**config.mk**
```make
export PLATFORM = sky130hd
export DESIGN_NAME = lru_fully_associative_cache_unit
export DESIGN_NICKNAME = d
export VERILOG_FILES = /design/src/design/lfac_pkg.sv /design/src/design/lfac_ctrl.sv /design/src/design/lfac_datapath.sv /design/src/design/lru_fully_associative_cache_unit.sv
export SDC_FILE = /design/constraint.sdc
export NUM_CORES = 2
export LEC_CHECK = 0
export ABC_AREA = 0
export BUFFER_PORTS_ARGS = -buffer_cell sky130_fd_sc_hd__buf_4
export CORE_AREA = 3 3 326 328
export CTS_BUF_LIST = sky130_fd_sc_hd__clkbuf_8
export DETAILED_ROUTE_END_ITERATION = 10
export DIE_AREA = 0 0 329 331
export HOLD_SLACK_MARGIN = 0.15
export MAX_ROUTING_LAYER = met4
export PLACE_DENSITY = 0.83
export SYNTH_ARGS = -nofsm -noshare
export SYNTH_HDL_FRONTEND = slang
export SYNTH_SLANG_ARGS = --single-unit
export TNS_END_PERCENT = 1
```
**constraint.sdc**
```tcl
create_clock -name clk -period 6.4 [get_ports clk]
set_input_delay 0.32 -clock clk [delete_from_list [all_inputs] [get_ports clk]]
set_output_delay 0.32 -clock clk [all_outputs]
set_load 0.1 [all_outputs]
```
**src/design/lfac_pkg.sv**
```systemverilog
// Shared types and constants for the fully associative LRU cache.
// Used by the controller, the datapath and the top level; no dependencies.
package lfac_pkg;

  localparam int ENTRIES   = 16;
  localparam int KEY_BITS  = 32;
  localparam int DATA_BITS = 32;
  localparam int KIND_BITS = 2;
  localparam int CAP_BITS  = 5;
  localparam int IDX_BITS  = $clog2(ENTRIES);
  localparam int RANK_BITS = IDX_BITS;
  localparam int CNT_BITS  = $clog2(ENTRIES + 1);
  localparam int CMP_BITS  = (CNT_BITS > CAP_BITS) ? CNT_BITS : CAP_BITS;
  localparam logic [CAP_BITS-1:0] CAP_RESET = CAP_BITS'(16);

  typedef enum logic [KIND_BITS-1:0] {
    KIND_READ   = 2'd0,
    KIND_WRITE  = 2'd1,
    KIND_REMOVE = 2'd2
  } kind_t;

  typedef enum logic [1:0] {
    ST_IDLE,
    ST_LOOKUP,
    ST_APPLY
  } state_t;

  typedef struct packed {
    logic load;
    logic lookup;
    logic apply;
  } cmd_t;

endpackage

```
**src/design/lfac_ctrl.sv**
```systemverilog
// Controller for the LRU cache: sequences accept, lookup and update of an item
// and owns the output valid flag. Depends on lfac_pkg.
module lfac_ctrl import lfac_pkg::*; (
  input  logic clk,
  input  logic rst,
  input  logic in_valid,
  output logic in_stall,
  output logic out_valid,
  input  logic out_stall,
  output cmd_t cmd
);

  state_t state, state_next;
  logic   out_valid_next;

  always_ff @(posedge clk) begin
    if (rst) begin
      state     <= ST_IDLE;
      out_valid <= 1'b0;
    end else begin
      state     <= state_next;
      out_valid <= out_valid_next;
    end
  end

  always_comb begin
    state_next     = state;
    cmd            = '0;
    in_stall       = (state != ST_IDLE);
    out_valid_next = out_valid && out_stall;
    case (state)
      ST_IDLE: begin
        if (in_valid) begin
          cmd.load   = 1'b1;
          state_next = ST_LOOKUP;
        end
      end
      ST_LOOKUP: begin
        cmd.lookup = 1'b1;
        state_next = ST_APPLY;
      end
      ST_APPLY: begin
        // The update waits until the output register is free for its result.
        if (!out_valid || !out_stall) begin
          cmd.apply      = 1'b1;
          out_valid_next = 1'b1;
          state_next     = ST_IDLE;
        end
      end
      default: state_next = ST_IDLE;
    endcase
  end

endmodule

```
**src/design/lfac_datapath.sv**
```systemverilog
// Datapath for the LRU cache: entry storage, parallel key compare, recency
// ranks, occupancy count, capacity register and output registers. Depends on lfac_pkg.
module lfac_datapath import lfac_pkg::*; (
  input  logic                 clk,
  input  logic                 rst,
  input  cmd_t                 cmd,
  input  logic                 cfg_we,
  input  logic [CAP_BITS-1:0]  cfg_data,
  input  logic [KIND_BITS-1:0] kind,
  input  logic [KEY_BITS-1:0]  address,
  input  logic [DATA_BITS-1:0] write_data,
  output logic                 hit,
  output logic [DATA_BITS-1:0] read_data,
  output logic [CNT_BITS-1:0]  occupancy
);

  logic [CAP_BITS-1:0]  capacity;
  logic [ENTRIES-1:0]   valid;
  logic [RANK_BITS-1:0] rank [ENTRIES];
  logic [KEY_BITS-1:0]  key_mem [ENTRIES];
  logic [DATA_BITS-1:0] value_mem [ENTRIES];
  logic [CNT_BITS-1:0]  occ;

  logic [KIND_BITS-1:0] req_kind;
  logic [KEY_BITS-1:0]  req_addr;
  logic [DATA_BITS-1:0] req_data;

  logic                 l_found;
  logic [IDX_BITS-1:0]  l_idx;
  logic [RANK_BITS-1:0] l_rank;
  logic [DATA_BITS-1:0] l_data;

  logic [ENTRIES-1:0]   match;
  logic [IDX_BITS-1:0]  found_idx;

  logic [CMP_BITS-1:0]  cap_lim;
  logic [CMP_BITS-1:0]  cap_m1;
  logic [CMP_BITS-1:0]  occ_ext;
  logic [ENTRIES-1:0]   kept;
  logic                 slot_free;
  logic [IDX_BITS-1:0]  slot;
  logic [ENTRIES-1:0]   valid_next;
  logic [RANK_BITS-1:0] rank_next [ENTRIES];
  logic [CNT_BITS-1:0]  occ_next;
  logic                 key_we;
  logic                 value_we;
  logic [IDX_BITS-1:0]  wr_idx;
  logic [DATA_BITS-1:0] rd_next;

  always_ff @(posedge clk) begin
    if (rst) begin
      capacity <= CAP_RESET;
    end else if (cfg_we) begin
      capacity <= cfg_data;
    end
  end

  always_ff @(posedge clk) begin
    if (cmd.load) begin
      req_kind <= kind;
      req_addr <= address;
      req_data <= write_data;
    end
  end

  // Lowest-numbered matching slot wins, though at most one can match.
  always_comb begin
    found_idx = '0;
    for (int i = ENTRIES - 1; i >= 0; i--) begin
      match[i] = valid[i] && (key_mem[i] == req_addr);
      if (match[i]) found_idx = IDX_BITS'(i);
    end
  end

  always_ff @(posedge clk) begin
    if (cmd.lookup) begin
      l_found <= |match;
      l_idx   <= found_idx;
      l_rank  <= rank[found_idx];
      l_data  <= value_mem[found_idx];
    end
  end

  always_comb begin
    cap_lim = CMP_BITS'(capacity);
    if (cap_lim == '0) cap_lim = CMP_BITS'(1);
    else if (cap_lim > CMP_BITS'(ENTRIES)) cap_lim = CMP_BITS'(ENTRIES);
    cap_m1  = cap_lim - CMP_BITS'(1);
    occ_ext = CMP_BITS'(occ);
  end

  always_comb begin
    valid_next = valid;
    rank_next  = rank;
    occ_next   = occ;
    key_we     = 1'b0;
    value_we   = 1'b0;
    wr_idx     = l_idx;
    rd_next    = '0;
    kept       = '0;
    slot_free  = 1'b0;
    slot       = '0;
    case (req_kind)
      KIND_READ: begin
        if (l_found) begin
          for (int i = 0; i < ENTRIES; i++) begin
            if (valid[i] && rank[i] < l_rank) rank_next[i] = rank[i] + RANK_BITS'(1);
          end
          rank_next[l_idx] = '0;
          rd_next          = l_data;
        end
      end
      KIND_WRITE: begin
        if (l_found) begin
          value_we = 1'b1;
        end else begin
          // Entries whose rank reaches capacity - 1 go, leaving room for one.
          for (int i = ENTRIES - 1; i >= 0; i--) begin
            kept[i] = valid[i] && (CMP_BITS'(rank[i]) < cap_m1);
            if (kept[i]) begin
              rank_next[i] = rank[i] + RANK_BITS'(1);
            end else begin
              slot_free = 1'b1;
              slot      = IDX_BITS'(i);
            end
          end
          valid_next = kept;
          // The valid ranks are distinct and dense, so the kept count is a minimum.
          occ_next = CNT_BITS'((occ_ext < cap_m1) ? occ_ext : cap_m1);
          if (slot_free) begin
            valid_next[slot] = 1'b1;
            rank_next[slot]  = '0;
            key_we           = 1'b1;
            value_we         = 1'b1;
            wr_idx           = slot;
            occ_next         = occ_next + CNT_BITS'(1);
          end
        end
      end
      KIND_REMOVE: begin
        if (l_found) begin
          valid_next[l_idx] = 1'b0;
          rank_next[l_idx]  = '0;
          for (int i = 0; i < ENTRIES; i++) begin
            if (valid_next[i] && rank[i] > l_rank) rank_next[i] = rank[i] - RANK_BITS'(1);
          end
          occ_next = occ - CNT_BITS'(1);
        end
      end
      default: begin
      end
    endcase
  end

  always_ff @(posedge clk) begin
    if (rst) begin
      valid <= '0;
      occ   <= '0;
      for (int i = 0; i < ENTRIES; i++) rank[i] <= '0;
    end else if (cmd.apply) begin
      valid <= valid_next;
      occ   <= occ_next;
      rank  <= rank_next;
    end
  end

  always_ff @(posedge clk) begin
    if (cmd.apply && key_we) key_mem[wr_idx] <= req_addr;
    if (cmd.apply && value_we) value_mem[wr_idx] <= req_data;
  end

  always_ff @(posedge clk) begin
    if (cmd.apply) begin
      hit       <= l_found;
      read_data <= rd_next;
      occupancy <= occ_next;
    end
  end

endmodule

```
**src/design/lru_fully_associative_cache_unit.sv**
```systemverilog
// Fully associative cache of sixteen entries with least-recently-used
// replacement; each item reads, writes (insert or update) or removes one
// entry and yields one result with hit, read data and occupancy. An item
// passes through accept, which loads it into the request register, lookup,
// which compares its address against all stored keys into the lookup
// register, and update of ranks, storage and the output register; a new item
// is taken only once the update is done. The update waits while a previous
// result is still stalled in the output register. The capacity
// register may be written at any time the block is idle and is always ready.
// Depends on lfac_pkg, lfac_ctrl and lfac_datapath.
module lru_fully_associative_cache_unit import lfac_pkg::*; (
  input  logic                 clk,
  input  logic                 rst,
  input  logic                 in_valid,
  output logic                 in_stall,
  input  logic [KIND_BITS-1:0] kind,
  input  logic [KEY_BITS-1:0]  address,
  input  logic [DATA_BITS-1:0] write_data,
  output logic                 out_valid,
  input  logic                 out_stall,
  output logic                 hit,
  output logic [DATA_BITS-1:0] read_data,
  output logic [CNT_BITS-1:0]  occupancy,
  input  logic                 cfg_valid,
  output logic                 cfg_ready,
  input  logic [CAP_BITS-1:0]  cfg_data
);

  cmd_t cmd;

  assign cfg_ready = 1'b1;

  lfac_ctrl u_ctrl (
    .clk       (clk),
    .rst       (rst),
    .in_valid  (in_valid),
    .in_stall  (in_stall),
    .out_valid (out_valid),
    .out_stall (out_stall),
    .cmd       (cmd)
  );

  lfac_datapath u_datapath (
    .clk        (clk),
    .rst        (rst),
    .cmd        (cmd),
    .cfg_we     (cfg_valid && cfg_ready),
    .cfg_data   (cfg_data),
    .kind       (kind),
    .address    (address),
    .write_data (write_data),
    .hit        (hit),
    .read_data  (read_data),
    .occupancy  (occupancy)
  );

  // After an item is taken the block stays busy until its update is done.
  a_busy_after_accept: assert property (@(posedge clk) disable iff (rst)
    (in_valid && !in_stall) |=> in_stall)
    else $error("input accepted while previous item still in flight");

  a_occ_bound: assert property (@(posedge clk) disable iff (rst)
    out_valid |-> (occupancy <= CNT_BITS'(ENTRIES)))
    else $error("occupancy exceeds entry count");

  a_miss_no_data: assert property (@(posedge clk) disable iff (rst)
    (out_valid && !hit) |-> (read_data == '0))
    else $error("read data nonzero on a miss");

endmodule
```
Word level (Yosys, flattened, before mapping). Memory sizes are Yosys's and may differ from the RTL's. A register that Yosys moved wholly into a read port is not among the register bits. Cells that the tools add are included.

RAM bits: 1024. Word-level logic and storage cells: 460. Output and inout bits: 41. Bits in registers: 206. Memories kept: 2. Input bits: 76.

Memory list: u_datapath.key_mem (depth 16, width 32, read ports 16, clocked after memory_dff 0, wr ports 1, line lfac_datapath.sv:20) `logic [KEY_BITS-1:0] key_mem [ENTRIES];`; u_datapath.value_mem (depth 16, width 32, read ports 1, clocked after memory_dff 1, wr ports 1, line lfac_datapath.sv:21) `logic [DATA_BITS-1:0] value_mem [ENTRIES];`.

Magnitude comparators: 59. Equality and inequality tests: 25. Add/sub/neg operators: 35. Muxes and demuxes: 213. Bitwise operators: 11. Reductions and logical operators: 85.

Operators with widths (count): 4-bit two-way mux (153); 32-bit equality test (16); 64-bit two-way mux (4); 64-bit bitwise AND (3); 64-bit case mux with 3 select lines (1); 64-bit inverter (2); 4-bit by 5-bit < comparator with 1-bit output (16); 1-bit logical AND (71); 4-bit by 1-bit adder with 4-bit output (second input constant) (16); 4-bit greater-than comparator (16); 4-bit < comparator (16); 4-bit by 1-bit subtractor with 4-bit output (second input constant) (16); 16-bit two-way mux (3); 1-bit two-way mux (36); 4-bit demux with 4-bit select (2); 16-bit case mux with 2 select lines (1); 5-bit two-way mux (6); 16-bit bitwise AND (1); 4-bit binary-select mux with 4-bit select (1); 16-bit inverter (1); 16-bit bitwise OR (1); 16-bit OR reduction (1); 5-bit >= comparator (second input constant) (3); 4-bit inverter with 5-bit output (3); 24 further kinds (39).

Depth between registers and ports, before layout.
Word-level depth: 34. Mapped depth: 17. Gate-level depth less buffers: 17.

By module. A second synthesis with hierarchy kept.

Cell total of the unflattened synthesis: 4770. Area, all modules: 60449.2 sq um.

Modules (own cells, without submodules): lfac_datapath (sequential area each 36905.4 sq um, cells an instance 4753, area an instance 60300.3 sq um, instances 1); lfac_ctrl (sequential area each 60.1 sq um, cells an instance 15, area an instance 137.6 sq um, instances 1); lru_fully_associative_cache_unit (sequential area each 0.0 sq um, cells an instance 2, area an instance 11.3 sq um, instances 1).

Least setup slack after synthesis. OpenSTA, ideal clock, no wires.

Path type: flip-flop to flip-flop. Start point: register u_datapath.capacity[0]. End point: memory u_datapath.key_mem[15][0] (enable). Buffers on the path: 2. Arrival time: 5731 ps. Setup slack: 248 ps. Period minus slack after synthesis: 6152 ps. Stages on the path, launching flop included: 16. Data required time: 5979 ps. Setup time: 421 ps. Cell sequence: dfxtp_1 -> buf_2 -> nor3_1 -> a211oi_1 -> ha_1 -> a21oi_1 -> nor2b_1 -> a311o_1 -> maj3_2 -> nand2b_1 -> nor3_2 -> a31oi_1 -> mux2i_1 -> or2_1 -> buf_2 -> nor2_1.

Word-level cells in the longest chain between the ends: 30. Elaborated cells on any way between the ends: 82. Those cells by class: 1 x add/sub; 17 x order compare; 46 x mux; 18 x reduce/logical.

Ends and longest elaborated chain: start, declared (line lfac_datapath.sv:17) `logic [CAP_BITS-1:0] capacity;`; start signal, assigned (line lfac_datapath.sv:54) `capacity <= cfg_data;`; 5-bit greater-than comparator (line lfac_datapath.sv:87) `else if (cap_lim > CMP_BITS'(ENTRIES)) cap_lim = CMP_BITS'(ENTRIES);`; 5-bit two-way mux (line lfac_datapath.sv:87); 5-bit two-way mux (*) (line lfac_datapath.sv:86) `if (cap_lim == '0) cap_lim = CMP_BITS'(1);`; 5-bit by 1-bit subtractor with 5-bit output (*) (line lfac_datapath.sv:88) `cap_m1 = cap_lim - CMP_BITS'(1);`; 4-bit by 5-bit < comparator with 1-bit output (line lfac_datapath.sv:119) `kept[i] = valid[i] && (CMP_BITS'(rank[i]) < cap_m1);`; 1-bit logical AND (line lfac_datapath.sv:119); 1-bit two-way mux (16 in series) (line lfac_datapath.sv:120) `if (kept[i]) begin`; 1-bit two-way mux (line lfac_datapath.sv:114) `if (l_found) begin`; 1-bit two-way mux (line lfac_datapath.sv:103) `case (req_kind)`; 1-bit two-way mux (line lfac_datapath.sv:130) `if (slot_free) begin`; 1-bit two-way mux (line lfac_datapath.sv:114); 1-bit two-way mux (line lfac_datapath.sv:103); 1-bit logical AND (line lfac_datapath.sv:168) `if (cmd.apply && key_we) key_mem[wr_idx] <= req_addr;`; 1-bit two-way mux (line lfac_datapath.sv:168); 1-bit two-way mux (implied by the code) (line lfac_datapath.sv:168); end, declared (line lfac_datapath.sv:20).

Mark *: on every way between the ends. The rest lies on a longest branch, timed or not. The select of a mux whose other input is x is not followed.

Final worst setup path.
Start point: register u_datapath.capacity[0]. End point: memory u_datapath.value_mem[1][12] (enable).

Word-level cells in the longest chain between the ends: 30. Elaborated cells on any way between the ends: 82. Those cells by class: 1 x add/sub; 17 x order compare; 46 x mux; 18 x reduce/logical.

Ends and longest elaborated chain: 5-bit greater-than comparator (line lfac_datapath.sv:87); 5-bit two-way mux (line lfac_datapath.sv:87); 5-bit two-way mux (*) (line lfac_datapath.sv:86); 5-bit by 1-bit subtractor with 5-bit output (*) (line lfac_datapath.sv:88); 4-bit by 5-bit < comparator with 1-bit output (line lfac_datapath.sv:119); 1-bit logical AND (line lfac_datapath.sv:119); 1-bit two-way mux (16 in series) (line lfac_datapath.sv:120); 1-bit two-way mux (line lfac_datapath.sv:114); 1-bit two-way mux (line lfac_datapath.sv:103); 1-bit two-way mux (line lfac_datapath.sv:130); 1-bit two-way mux (line lfac_datapath.sv:114); 1-bit two-way mux (line lfac_datapath.sv:103); 1-bit logical AND (line lfac_datapath.sv:169) `if (cmd.apply && value_we) value_mem[wr_idx] <= req_data;`; 1-bit two-way mux (line lfac_datapath.sv:169); 1-bit two-way mux (implied by the code) (line lfac_datapath.sv:169); end, declared (line lfac_datapath.sv:21).

Marked as above.

==> metrics.md <==
| Metric | Value |
|---|---|
| Outcome | finished, final reports clean |
| Post-synth EDFFs | 1,169 |
| Synth Register Bits | 1,262 |
| Via density | 6.61 |
| Bufs and invs on worst path | 1 |
| Xor/xnor share of the synthesized area | 7.71% |
| CP cell instances | nor4b_1 -> nor3_2 -> ha_1 -> nor2b_1 -> a311o_1 -> maj3_2 -> nor2b_1 -> a21oi_1 -> nor2_1 -> o32ai_2 -> mux2i_1 -> nand2b_1 -> nor2_4 -> buf_12 |
| Overall power | 16,600 uW |
| Synth Cell Area | 61,000 sq um |
| Antenna-violating nets left | 0 |
| Initial antenna violation count | 7 |
| Pins Over Slew Limit | 0 |
| YS warnings | 0 |
| Crit path launch type | flop |
| HP Class | input pin to flop |
| Combinational family with the most area after synthesis | simple AND/OR/NAND/NOR gates |
| Count of different cell masters after synthesis | 113 |
| Setup TNS | 0 ns |
| Worst endpoint required time | 6.99 ns |
| Post-synthesis compound-gate area fraction | 9.31% |
| Comb pwr share | 6.2% |
| Worst slack, placed | 0.706 ns |
| Seq/Total Area, Yosys | 60.6% |
| Placer congestion estimate | 1.03 |
| Adder-cell share of the synthesized area | 2.94% |
| Ports | 117 |
| Dpl cell area | 63,500 sq um |
| Critical path peak fanout | 19 |
| Lkg Pwr | 0.0229 uW |
| Worst-case clock buffer depth | 3 |
| Max rail drop VDD | 0.283 mV |
| Layout cells sized above 1 | 13.3% |
| Final Setup Violations | 0 |
| Pin count of the biggest net entering global routing | 103 |
| Synth Area per Inst | 13.0 sq um |
| Die area | 109,000 sq um |
| Hold violation count in the final report | 0 |
| Post-synthesis mux area share | 5.26% |
| P&R area growth vs syn | 12.4% |
| Sw frac | 24.8% |
| Layout Skew | 0.0681 ns |
| Max-cap violations | 0 |
| GRT Util Overall | 32.9% |
| Clock share of power | 38.2% |
| Avg WL per Cell | 26.9 microns |
| Seq pwr share | 55.6% |
| Clk sink count | 1,262 |
| Port Buf Inserts | 115 |
| Synth Instances | 4,703 |
| Type of destination of the critical path | flop |
| Die X | 329 microns |
| Most used cell, CP | nor2b_1 |
| Final WS setup | 0.550 ns |
| TritonCTS Buffers | 194 |
| CTS tree | built |
| Drt first-iter violations | 6,090 |
| Core area | 103,000 sq um |
| Number of fill cells | 6,971 |
| Worst Setup Path Type | flop to flop |
| Util after Layout | 66.3% |
| Ys flop type | edfxtp_1 |
| Design Area, Final | 68,600 sq um |
| Unrepaired setup endpoints after global routing | no |
| Commonest non-fill, non-tap cell in the layout | edfxtp_1 |
| Die H | 331 microns |
| Commonest non-fill, non-tap cells in the layout | edfxtp_1, xor2_1, nand2_1, buf_4, clkbuf_8 |
| Clk slew on worst S/H paths | 0.06 ns |
| Total internal power | 12,500 uW |
| Hpwl dp | 108,000 microns |
| Cell Pwr Density | 242 nW/um^2 |
| Vias | 43,500 |
| Cts repair resizes | 0 |
| Vias in the first global route | 42,500 |
| CP delay by family, top | simple AND/OR/NAND/NOR gates |
| Worst-Margin Slew | 1.34 ns |
| Worst-Skew Late Latency | 0.95 ns |
| FMAX | 171 MHz |
| Slowest cell on crit path | nor3_2 |
| Global route total overflow | 0 |
| Tmin final | 5.85 ns |
| Critical Path Max Stage Delay | 0.82 ns |
| Rows | 118 |
| Initial Util | 59.0% |
| H-Tree Level Count | 4 |
| Global-route wire length before repair | 261,000 microns |
| Simple-gate share of the synthesized area | 11.1% |
| Crit path arrival time | 6.44 ns |
| Fin crit share | 91.4% |
| Slew HR | 10.7% |
| Root Buffer | clkbuf_8 |
| Routed WL | 177,000 microns |
| First drt pass iteration count | 8 |
| Nets | 5,254 |
| Post-synth ARST share | 0% |
| Switching pwr | 4130 uW |
| DRC violations left | 0 |
-- cells in the mapped netlist (all sizes together) (9+ instances only) --
| library cell | instances | area [sq um] |
|---|---|---|
| a32o | 9 | 90.1 |
| o21a | 21 | 158 |
| nor4 | 168 | 1060 |
| or2 | 9 | 56.3 |
| nor3 | 69 | 372 |
| a211oi | 59 | 448 |
| or3 | 15 | 93.8 |
| o22ai | 32 | 200 |
| nand2 | 284 | 1070 |
| nor2 | 220 | 833 |
| o221ai | 35 | 319 |
| and2 | 25 | 159 |
| xnor2 | 154 | 1350 |
| buf | 147 | 1130 |
| and3 | 55 | 344 |
| edfxtp | 1169 | 35100 |
| o21ai | 160 | 805 |
| a221oi | 22 | 205 |
| nor2b | 62 | 388 |
| nand4 | 103 | 644 |
| o31ai | 11 | 101 |
| dfxtp | 93 | 1860 |
| a211o | 66 | 578 |
| nand2b | 43 | 277 |
| nand4b | 17 | 149 |
| a21oi | 167 | 840 |
| or4 | 16 | 128 |
| clkbuf | 123 | 462 |
| o211ai | 51 | 397 |
| a32oi | 21 | 184 |
| ha | 137 | 1710 |
| a21o | 11 | 82.6 |
| nor4b | 21 | 196 |
| a31oi | 38 | 259 |
| nor3b | 13 | 97.6 |
| mux2i | 182 | 1820 |
| a22oi | 22 | 165 |
| inv | 81 | 309 |
| nand3 | 158 | 796 |
| xor2 | 383 | 3350 |
| mux2 | 123 | 1390 |
| a221o | 10 | 100 |
-- area by class of cell --
| type | instances | area, sq um | share of cell area, % |
|---|---|---|---|
| flip-flops and latches | 1262 | 37000 | 53.9 |
| multi-input cells | 3089 | 22400 | 32.7 |
| repair buffers | 411 | 3560 | 5.19 |
| clock buffers | 201 | 2770 | 4.03 |
| well taps | 1380 | 1730 | 2.52 |
| clock inverters | 148 | 831 | 1.21 |
| inverters | 83 | 317 | 0.461 |
| diodes | 10 | 25.0 | 0.0365 |
-- worst register-to-register path: stages (launching register included) --
cell and delay, ns:
dfxtp_1 0.53, nor4b_1 0.12, nor3_2 0.82, ha_1 0.40
nor2b_1 0.13, a311o_1 0.32, maj3_2 0.32, nor2b_1 0.50
a21oi_1 0.19, nor2_1 0.27, o32ai_2 0.17, mux2i_1 0.42
nand2b_1 0.41, nor2_4 0.64, buf_12 0.27
-- final timing paths --
kind / startpoint / to / slack, ns / depth (start not counted)
max: u_datapath.capacity[0]$_SDFFE_PP0P_ / u_datapath.value_mem[1][12]$_DFFE_PP_ / 0.55 / 14
min: out_stall / u_ctrl.out_valid$_SDFF_PP0_ / 0.27 / 4
max reg2reg: u_datapath.capacity[0]$_SDFFE_PP0P_ / u_datapath.value_mem[1][12]$_DFFE_PP_ / 0.55 / 14
min reg2reg: u_ctrl.out_valid$_SDFF_PP0_ / u_ctrl.out_valid$_SDFF_PP0_ / 0.53 / 2
-- routing by layer --
layer / global-route usage (%) / wire length, microns
met5: - / 0
met4: 17.7 / 9850
met3: 6.91 / 20800
met2: 49.3 / 80200
met1: 42.3 / 66000
-- flip-flops by register name, indices dropped and copies added, names as in the netlist, 16 cells and up --
name	count
u_datapath.key_mem	512
u_datapath.value_mem	512
u_datapath.rank	64
u_datapath.l_data	32
u_datapath.read_data	32
u_datapath.req_addr	32
u_datapath.req_data	32
u_datapath.valid	16
-- cells by family after synthesis --
family                     count (synthesis)
DFF                                     1262
buffers and inverters                    353
muxes                                    305
other                                      1
and+or+nand+nor                         1289
AOI/OAI and AO/OA                        811
xor gates and xnor gates                 537
adders and majority gates                145
-- power by group through the flow --
stage | sequential [uW] | combinational [uW] | clock (uW)
after CTS | 9240 | 994 | 6360
after detailed placement | 9410 | 916 | 0
after floorplan | 9390 | 546 | 0
after global routing | 9250 | 1080 | 6750
after global placement | 9410 | 895 | 0
final | 9250 | 1030 | 6350
-- stage by stage --
step / instances / hold slack [ns]
after detailed placement: 6079 / 0.499
after floorplan: 4704 / 0.419
after global placement: 6079 / 0.492
final: 6584 / 0.275
after CTS: 6574 / 0.201
after global routing: 6581 / 0.261
-- what timing repair did --
item	4_1_cts	5_1_grt
hold buffers	146	0
hold endpoints to repair	126	0
buffers inserted	0	0
(Power assumes the default switching activity.)
